File: config.mk
export PLATFORM = sky130hd
export DESIGN_NAME = csv_command_line_parser_top
export DESIGN_NICKNAME = d
export VERILOG_FILES = /design/src/hdl/csvclp_pkg.sv /design/src/hdl/csv_command_line_parser_top.sv
export SDC_FILE = /design/constraint.sdc
export NUM_CORES = 1
export LEC_CHECK = 0
export BUFFER_PORTS_ARGS = -buffer_cell sky130_fd_sc_hd__buf_2
export CORE_MARGIN = 2
export CORE_UTILIZATION = 66
export CTS_BUF_LIST = sky130_fd_sc_hd__clkbuf_8
export CTS_CLUSTER_DIAMETER = 120
export DETAILED_ROUTE_END_ITERATION = 8
export GPL_TIMING_DRIVEN = 0
export PLACE_DENSITY_LB_ADDON = 0.12
export SETUP_SLACK_MARGIN = 0.4
export SYNTH_ARGS = -nofsm -noshare
export SYNTH_HDL_FRONTEND = slang
export SYNTH_SLANG_ARGS = --single-unit
File: constraint.sdc
create_clock -name clk -period 9.7 [get_ports clk]
set_clock_uncertainty 0.15 [all_clocks]
set_input_delay 0.97 -clock clk [delete_from_list [all_inputs] [get_ports clk]]
set_output_delay 0.97 -clock clk [all_outputs]
set_load 0.02 [all_outputs]
File: src/hdl/csvclp_pkg.sv
// shared types and constants for the serial command line parser
`default_nettype none
package csvclp_pkg;

	localparam int unsigned FRACTION_DIGITS = 5;
	localparam int unsigned FRACTION_BITS   = 14;

	localparam int unsigned FRAC_W   = 17;
	localparam int unsigned FCNT_W   = 3;
	localparam int unsigned NUM_W    = FRAC_W + FRACTION_BITS;
	localparam int unsigned DIV_SHIFT = 5;
	localparam int unsigned NHI_W    = NUM_W - DIV_SHIFT;
	localparam int unsigned RECIP_W  = 27;
	localparam int unsigned PROD_W   = NHI_W + RECIP_W;
	localparam int unsigned RECIP_SHIFT = 38;
	localparam int unsigned MAG_W    = 15;
	localparam int unsigned FIX_W    = 16;

	// value / 10^5 as (value >> 5) * ceil(2^38 / 3125) >> 38
	localparam logic [RECIP_W-1:0] RECIP      = 27'd87960931;
	localparam logic [NUM_W-1:0]   ROUND_HALF = 31'd50000;
	localparam logic [MAG_W-1:0]   FIX_ONE    = 15'd16384;
	localparam logic [FCNT_W-1:0]  FCNT_MAX   = 3'd5;

	localparam logic [7:0] CH_NUL   = 8'h00;
	localparam logic [7:0] CH_TAB   = 8'h09;
	localparam logic [7:0] CH_LF    = 8'h0A;
	localparam logic [7:0] CH_VT    = 8'h0B;
	localparam logic [7:0] CH_FF    = 8'h0C;
	localparam logic [7:0] CH_CR    = 8'h0D;
	localparam logic [7:0] CH_SPACE = 8'h20;
	localparam logic [7:0] CH_PLUS  = 8'h2B;
	localparam logic [7:0] CH_COMMA = 8'h2C;
	localparam logic [7:0] CH_MINUS = 8'h2D;
	localparam logic [7:0] CH_POINT = 8'h2E;
	localparam logic [7:0] CH_0     = 8'h30;
	localparam logic [7:0] CH_9     = 8'h39;

	localparam logic [1:0] SLOT_THROTTLE = 2'd0;
	localparam logic [1:0] SLOT_TURN     = 2'd1;
	localparam logic [1:0] SLOT_ENABLE   = 2'd2;
	localparam logic [1:0] SLOT_FULL     = 2'd3;

	typedef enum logic [2:0] {
		PH_BETWEEN,
		PH_BLANKS,
		PH_SIGNED,
		PH_INT,
		PH_POINT,
		PH_FRAC,
		PH_DONE
	} phase_t;

	typedef struct packed {
		logic              tok_wr;
		logic [1:0]        slot;
		logic              neg;
		logic              int_nz;
		logic              nz;
		logic              line_end;
		logic              ok;
	} evt_t;

	// place value of the next kept fraction digit
	function automatic logic [FRAC_W-1:0] frac_weight(input logic [FCNT_W-1:0] pos);
		logic [FRAC_W-1:0] w;
		case (pos)
			3'd0: w = 17'd10000;
			3'd1: w = 17'd1000;
			3'd2: w = 17'd100;
			3'd3: w = 17'd10;
			3'd4: w = 17'd1;
			default: w = '0;
		endcase
		return w;
	endfunction

endpackage
`default_nettype wire

File: src/hdl/csv_command_line_parser_top.sv
// serial command line parser: bytes in, one command result per non-empty line out
//
// Takes one received byte per cycle on the slave stream while s_tready is high, and
// parses lines of the form throttle,turn,enable. Every byte, including a line end,
// can be taken in consecutive cycles; the per-byte token state update is the only
// loop. A line ending in CR or LF gives one result on the master stream once its
// line end byte has passed the input register, the token register, a reciprocal
// multiply register that turns the decimal fraction into Q1.14, and the result
// register. Input keeps flowing while a result waits, and only pauses while a
// second line result is ready for the output register before the first is taken.
`default_nettype none
module csv_command_line_parser_top
	import csvclp_pkg::*;
#(
	parameter int unsigned LINE_BYTES = 64
) (
	input  wire logic        clk,
	input  wire logic        arst_n,
	input  wire logic        s_tvalid,
	output logic             s_tready,
	input  wire logic [7:0]  s_tdata,  // rx_byte[7:0]
	output logic             m_tvalid,
	input  wire logic        m_tready,
	output logic [39:0]      m_tdata   // line_ok, throttle[15:0], turn[15:0], enabled, zero pad
);

	localparam int unsigned LEN_W = $clog2(LINE_BYTES);
	localparam logic [LEN_W-1:0] LEN_LAST = LEN_W'(LINE_BYTES - 1);

	// input register
	logic       valid_s1;
	logic [7:0] byte_s1;

	// token state
	phase_t             phase_q, phase_n;
	logic [LEN_W-1:0]   len_q, len_n;
	logic [1:0]         cnt_q, cnt_n;
	logic               neg_q, neg_n;
	logic               int_nz_q, int_nz_n;
	logic [FRAC_W-1:0]  frac_q, frac_n;
	logic [FCNT_W-1:0]  fcnt_q, fcnt_n;
	logic               nz_q, nz_n;
	logic               ended_q, ended_n;

	// token events
	evt_t              evt;
	logic              push;
	logic              valid_s2;
	evt_t              evt_s2;
	logic [FRAC_W-1:0] frac_s2;
	logic              valid_s3;
	evt_t              evt_s3;
	logic [PROD_W-1:0] prod_s3;

	// command registers
	logic [FIX_W-1:0] pend_thr_q, pend_turn_q;
	logic             pend_en_q;
	logic [FIX_W-1:0] held_thr_q, held_turn_q;
	logic             held_en_q;

	logic        out_valid_q;
	logic [39:0] out_data_q;

	logic stall, advance;

	logic                is_digit, early, tok_open, tok_take;
	logic [3:0]          digit;
	logic [FRAC_W+3:0]   dig_term;
	logic [NUM_W-1:0]    num;
	logic [PROD_W-1:0]   prod;
	logic [MAG_W-1:0]    quot, mag;
	logic [FIX_W-1:0]    fixed;
	logic [FIX_W-1:0]    thr_m, turn_m;
	logic                en_m;

	assign stall    = valid_s3 && evt_s3.line_end && out_valid_q && !m_tready;
	assign advance  = !stall;
	assign s_tready = advance;
	assign m_tvalid = out_valid_q;
	assign m_tdata  = out_data_q;

	// per-byte parse
	always_comb begin
		phase_n  = phase_q;
		len_n    = len_q;
		cnt_n    = cnt_q;
		neg_n    = neg_q;
		int_nz_n = int_nz_q;
		frac_n   = frac_q;
		fcnt_n   = fcnt_q;
		nz_n     = nz_q;
		ended_n  = ended_q;
		push     = 1'b0;

		is_digit = (byte_s1 >= CH_0) && (byte_s1 <= CH_9);
		digit    = byte_s1[3:0];
		early    = (phase_q == PH_BETWEEN) || (phase_q == PH_BLANKS);
		tok_open = phase_q != PH_BETWEEN;
		tok_take = tok_open && (cnt_q != SLOT_FULL);
		dig_term = {4'b0, frac_weight(fcnt_q)} * {{FRAC_W{1'b0}}, digit};

		evt          = '0;
		evt.slot     = cnt_q;
		evt.neg      = neg_q;
		evt.int_nz   = int_nz_q;
		evt.nz       = nz_q;

		if (valid_s1) begin
			if (byte_s1 == CH_LF || byte_s1 == CH_CR) begin
				if (len_q != '0) begin
					push         = 1'b1;
					evt.line_end = 1'b1;
					evt.tok_wr   = tok_take;
					evt.ok       = (cnt_q == SLOT_FULL) || (cnt_q == SLOT_ENABLE && tok_open);
					phase_n  = PH_BETWEEN;
					len_n    = '0;
					cnt_n    = '0;
					neg_n    = 1'b0;
					int_nz_n = 1'b0;
					frac_n   = '0;
					fcnt_n   = '0;
					nz_n     = 1'b0;
					ended_n  = 1'b0;
				end
			end else if (len_q >= LEN_LAST) begin
				// overflow: drop the line parsed so far
				phase_n  = PH_BETWEEN;
				len_n    = '0;
				cnt_n    = '0;
				neg_n    = 1'b0;
				int_nz_n = 1'b0;
				frac_n   = '0;
				fcnt_n   = '0;
				nz_n     = 1'b0;
				ended_n  = 1'b0;
			end else begin
				len_n = len_q + 1'b1;
				if (!ended_q) begin
					if (byte_s1 == CH_NUL) begin
						ended_n = 1'b1;
					end else if (byte_s1 == CH_COMMA) begin
						if (tok_take) begin
							push       = 1'b1;
							evt.tok_wr = 1'b1;
							cnt_n      = cnt_q + 1'b1;
						end
						phase_n  = PH_BETWEEN;
						neg_n    = 1'b0;
						int_nz_n = 1'b0;
						frac_n   = '0;
						fcnt_n   = '0;
						nz_n     = 1'b0;
					end else if (phase_q != PH_DONE) begin
						if (is_digit) begin
							if (digit != 4'd0) begin
								nz_n = 1'b1;
							end
							if (phase_q == PH_POINT || phase_q == PH_FRAC) begin
								phase_n = PH_FRAC;
								if (fcnt_q < FCNT_MAX) begin
									frac_n = frac_q + FRAC_W'(dig_term);
									fcnt_n = fcnt_q + 1'b1;
								end
							end else begin
								phase_n = PH_INT;
								if (digit != 4'd0) begin
									int_nz_n = 1'b1;
								end
							end
						end else if (byte_s1 == CH_POINT) begin
							if (early || phase_q == PH_SIGNED) begin
								phase_n = PH_POINT;
							end else if (phase_q == PH_INT) begin
								phase_n = PH_FRAC;
							end else begin
								phase_n = PH_DONE;
							end
						end else if (byte_s1 == CH_PLUS || byte_s1 == CH_MINUS) begin
							if (early) begin
								neg_n   = byte_s1 == CH_MINUS;
								phase_n = PH_SIGNED;
							end else begin
								phase_n = PH_DONE;
							end
						end else if (byte_s1 == CH_SPACE || byte_s1 == CH_TAB
								|| byte_s1 == CH_VT || byte_s1 == CH_FF) begin
							phase_n = early ? PH_BLANKS : PH_DONE;
						end else begin
							phase_n = PH_DONE;
						end
					end
				end
			end
		end
	end

	// fraction to q1.14: round(frac * 2^14 / 10^5)
	always_comb begin
		num  = {frac_s2, {FRACTION_BITS{1'b0}}} + ROUND_HALF;
		prod = {{RECIP_W{1'b0}}, num[NUM_W-1:DIV_SHIFT]} * {{NHI_W{1'b0}}, RECIP};
	end

	// finish the token and merge into the pending command
	always_comb begin
		quot  = prod_s3[RECIP_SHIFT +: MAG_W];
		mag   = (evt_s3.int_nz || quot > FIX_ONE) ? FIX_ONE : quot;
		fixed = evt_s3.neg ? FIX_W'(-{1'b0, mag}) : {1'b0, mag};
		thr_m  = (evt_s3.tok_wr && evt_s3.slot == SLOT_THROTTLE) ? fixed : pend_thr_q;
		turn_m = (evt_s3.tok_wr && evt_s3.slot == SLOT_TURN) ? fixed : pend_turn_q;
		en_m   = (evt_s3.tok_wr && evt_s3.slot == SLOT_ENABLE) ? evt_s3.nz : pend_en_q;
	end

	always_ff @(posedge clk or negedge arst_n) begin
		if (!arst_n) begin
			valid_s1 <= 1'b0;
			valid_s2 <= 1'b0;
			valid_s3 <= 1'b0;
			phase_q  <= PH_BETWEEN;
			len_q    <= '0;
			cnt_q    <= '0;
			neg_q    <= 1'b0;
			int_nz_q <= 1'b0;
			frac_q   <= '0;
			fcnt_q   <= '0;
			nz_q     <= 1'b0;
			ended_q  <= 1'b0;
			held_thr_q  <= '0;
			held_turn_q <= '0;
			held_en_q   <= 1'b0;
			out_valid_q <= 1'b0;
		end else begin
			if (advance) begin
				valid_s1 <= s_tvalid;
				phase_q  <= phase_n;
				len_q    <= len_n;
				cnt_q    <= cnt_n;
				neg_q    <= neg_n;
				int_nz_q <= int_nz_n;
				frac_q   <= frac_n;
				fcnt_q   <= fcnt_n;
				nz_q     <= nz_n;
				ended_q  <= ended_n;
				valid_s2 <= push;
				valid_s3 <= valid_s2;
				if (valid_s3 && evt_s3.line_end && evt_s3.ok) begin
					held_thr_q  <= thr_m;
					held_turn_q <= turn_m;
					held_en_q   <= en_m;
				end
			end
			if (advance && valid_s3 && evt_s3.line_end) begin
				out_valid_q <= 1'b1;
			end else if (out_valid_q && m_tready) begin
				out_valid_q <= 1'b0;
			end
		end
	end

	// payload registers
	always_ff @(posedge clk) begin
		if (advance) begin
			byte_s1 <= s_tdata;
			evt_s2  <= evt;
			frac_s2 <= frac_q;
			evt_s3  <= evt_s2;
			prod_s3 <= prod;
			if (valid_s3) begin
				pend_thr_q  <= thr_m;
				pend_turn_q <= turn_m;
				pend_en_q   <= en_m;
			end
			if (valid_s3 && evt_s3.line_end) begin
				if (evt_s3.ok) begin
					out_data_q <= {6'b0, en_m, turn_m, thr_m, 1'b1};
				end else begin
					out_data_q <= {6'b0, held_en_q, held_turn_q, held_thr_q, 1'b0};
				end
			end
		end
	end

endmodule
`default_nettype wire
==> run summary <==
Status - complete, no violations
# diodes - 0
Core area - 27900 um2
Layout area overhead - 7.06%
Top_reg_cell synth - edfxtp_1
Starting Density - 67.0%
Setup CP Type - flip-flop to flip-flop
Die ar. - 29700 um2
NumNets Final - 2309
HP Class - primary input to asynchronous set/reset pin
Avg Cell Area, Syn - 10.6 um2
P per Cell Area - 301 nW/um2
DIE HEIGHT - 172 um
Fraction of layout cells with a size suffix above 1 - 9.69%
Netlist cell types - 63
Max Cap Viol - 0
Final GP Congestion - 0.929
First-pass GRT wire length - 66000 um
Row count - 61
R2r worst-path depth - 23
Sink Count - 195
Root Buffer - clkbuf_8
Pins Over Slew Limit - 0
Final setup viols - 0
Initial antenna violation count - 0
PortBufs - 47
Setup crit end kind - flip-flop
Drt via density - 5.71
Switch share - 49.2%
Max clock buf depth - 2
Inserted Clock Buffers - 17
Vias in the first global route - 13000
Pint - 3.06 mW
Drt first pass iters - 5
Final Hold Fails - 0
Reg clk slew, reported paths - 0.09 ns
DP HPWL - 33100 um
Placed cell area - 19500 um2
R2R Path End - prod_s3[52]
Largest net degree at the start of global routing - 68
Psw - 2.96 mW
Leakage - 10.1 nW
Cell count after synthesis - 1764
Flops & latches, synth - 195
CTS tree - built
Post-CTS Hold Fix Bufs - 0
Number of synthesized flops with an enable pin - 123
Worst slew pin tran - 1.38 ns
Sequential Power Share - 18.1%
Commonest non-fill, non-tap cell in the layout - inv_1
Final Hold Slack - 0.140 ns
Clk pwr share - 8.6%
Synth async-reset ratio - 36.9%
DRT Wirelength - 40300 um
Fin Setup TNS - 0 ns
Via count - 12800
Antenna-violating nets left - 0
Startpoint types - flip-flop
Avg WL per Cell - 18.0 um
CP Max Fanout - 9
Most frequent cells in the layout - inv_1 (349), ha_1 (253), fa_1 (199)
Sequential area share after synthesis - 29.4%
Number of levels in the clock H-tree - 4
Gate power share - 73.2%
Clock latency on the worst-skew pair - 0.49 ns
Total of warnings raised by yosys - 0
Post-Syn Area - 18700 um2
FF-to-FF Start - frac_s2[0]
Die X - 172 um
Worst VDD drop - 367 uV
Slew HR - 7.28%
Crit share post-route - 93.6%
IO Pins - 54
Fin crit period - 9.08 ns
Grt ovf - 0
Residual DRC - 0
Starting DRT DRC Count - 890
Fmax - 0.110 GHz
Unrepaired setup endpoints after global routing - true
R2r setup slk - 0.62 ns
WP data required - 9.83 ns
Overall Global Routing Usage - 29.2%
Final instance area - 20000 um2
Worst path arrival time - 9.21 ns
[kinds of logic after synthesis]
family	share of synthesized area, %
fa+ha+maj	38.4
compound gates	9.34
buf+inv	7.93
xor+xnor	3.00
other cells	0.0201
simple gates	8.50
flops	29.4
mux	3.43
[per-layer routing]
| layer | GRT usage, % | up-vias | routed length [um] |
|---|---|---|---|
| met5 | 0 | - | 0 |
| met4 | 7.56 | 0 | 920 |
| met3 | 6.98 | 76 | 3110 |
| met2 | 45.6 | 427 | 18400 |
| met1 | 41.5 | 6220 | 17800 |
| li1 | - | 6047 | - |
[layout make-up]
cell class              instances  area [um2]
repair buffers                 56         325
fillers                      2048        7870
inverters                     347        1310
plain buffers                  37         178
flip-flops and latches        195        5500
well taps                     378         473
clock buffers                  18         248
clock inverters                14         139
multi-input cells            1190       11800
[registers in the layout (all words and copies together) (netlist names), 3 cells and up]
signal / cells
m_tdata: 34
frac_q: 17
frac_s2: 17
held_thr_q: 16
held_turn_q: 16
pend_thr_q: 16
pend_turn_q: 16
prod_s3: 15
byte_s1: 8
evt_s2: 8
evt_s3: 8
len_q: 6
fcnt_q: 3
phase_q: 3
[critical path, stage by stage, from the launching register on]
cell and delay (ns):
edfxtp_1 0.48, clkinvlp_4 0.21, ha_2 0.35, nor2_2 0.25, and3_1 0.20, xor2_1 1.04, ha_1 0.55, fa_1 0.49
ha_1 0.33, fa_1 0.52, fa_1 0.52, fa_1 0.55, inv_1 0.08, fa_1 0.53, inv_1 0.05, ha_1 0.37
nand4_1 0.19, nor3_2 0.41, a311oi_1 0.15, a221oi_1 0.32, o2111ai_1 0.32, a41oi_2 0.36, a221oi_1 0.15, xnor2_1 0.31
[cells in the mapped netlist, types with 17 or more instances]
cell type / instances / share of area (%)
inv_1: 347 / 7.0
ha_1: 254 / 17
fa_1: 199 / 21
edfxtp_1: 123 / 20
nand2_1: 119 / 2.4
o21ai_0: 83 / 2.2
dfrtp_1: 72 / 9.6
a21oi_1: 69 / 1.8
nor2_1: 65 / 1.3
mux2_2: 48 / 2.9
xnor2_1: 41 / 1.9
a21o_1: 34 / 1.4
clkbuf_1: 23 / 0.46
nand3_1: 23 / 0.62
xor2_1: 23 / 1.1
and3_1: 18 / 0.60
nor3_1: 17 / 0.46
[worst max path at each step]
stage	startpoint	to
floorplan	frac_s2[0]	prod_s3[50]
global placement	frac_s2[0]	prod_s3[52]
detailed placement	frac_s2[0]	prod_s3[52]
CTS	frac_s2[0]	prod_s3[52]
global route	frac_s2[0]	prod_s3[52]
finish	frac_s2[0]	prod_s3[52]
[power by group through the flow]
stage | clock network (mW) | logic, mW | registers [mW]
3_3_place_gp | 0 | 4.16 | 1.10
3_5_place_dp | 0 | 4.25 | 1.11
6_report | 0.520 | 4.41 | 1.09
4_1_cts | 0.527 | 4.29 | 1.09
2_1_floorplan | 0 | 3.21 | 1.09
5_1_grt | 0.558 | 4.97 | 1.10
[timing repair]
item / in CTS / in global routing
buffers inserted: 1 / 7
pin swaps: 0 / 2
endpoints found under the setup margin: 13 / 10
resized for setup: 6 / 6
[through the flow]
stage	total power, mW	setup WS (ns)	cells	utilization (%)
final	6.02	0.619	2235	71.8
after global routing	6.63	0.265	2235	71.8
after CTS	5.91	0.404	2228	71.4
after detailed placement	5.36	-0.374	2195	69.8
after global placement	5.26	-0.314	2194	69.6
after floorplan	4.30	1.74	1769	-
Note: power is estimated with default switching activity, not from simulation.
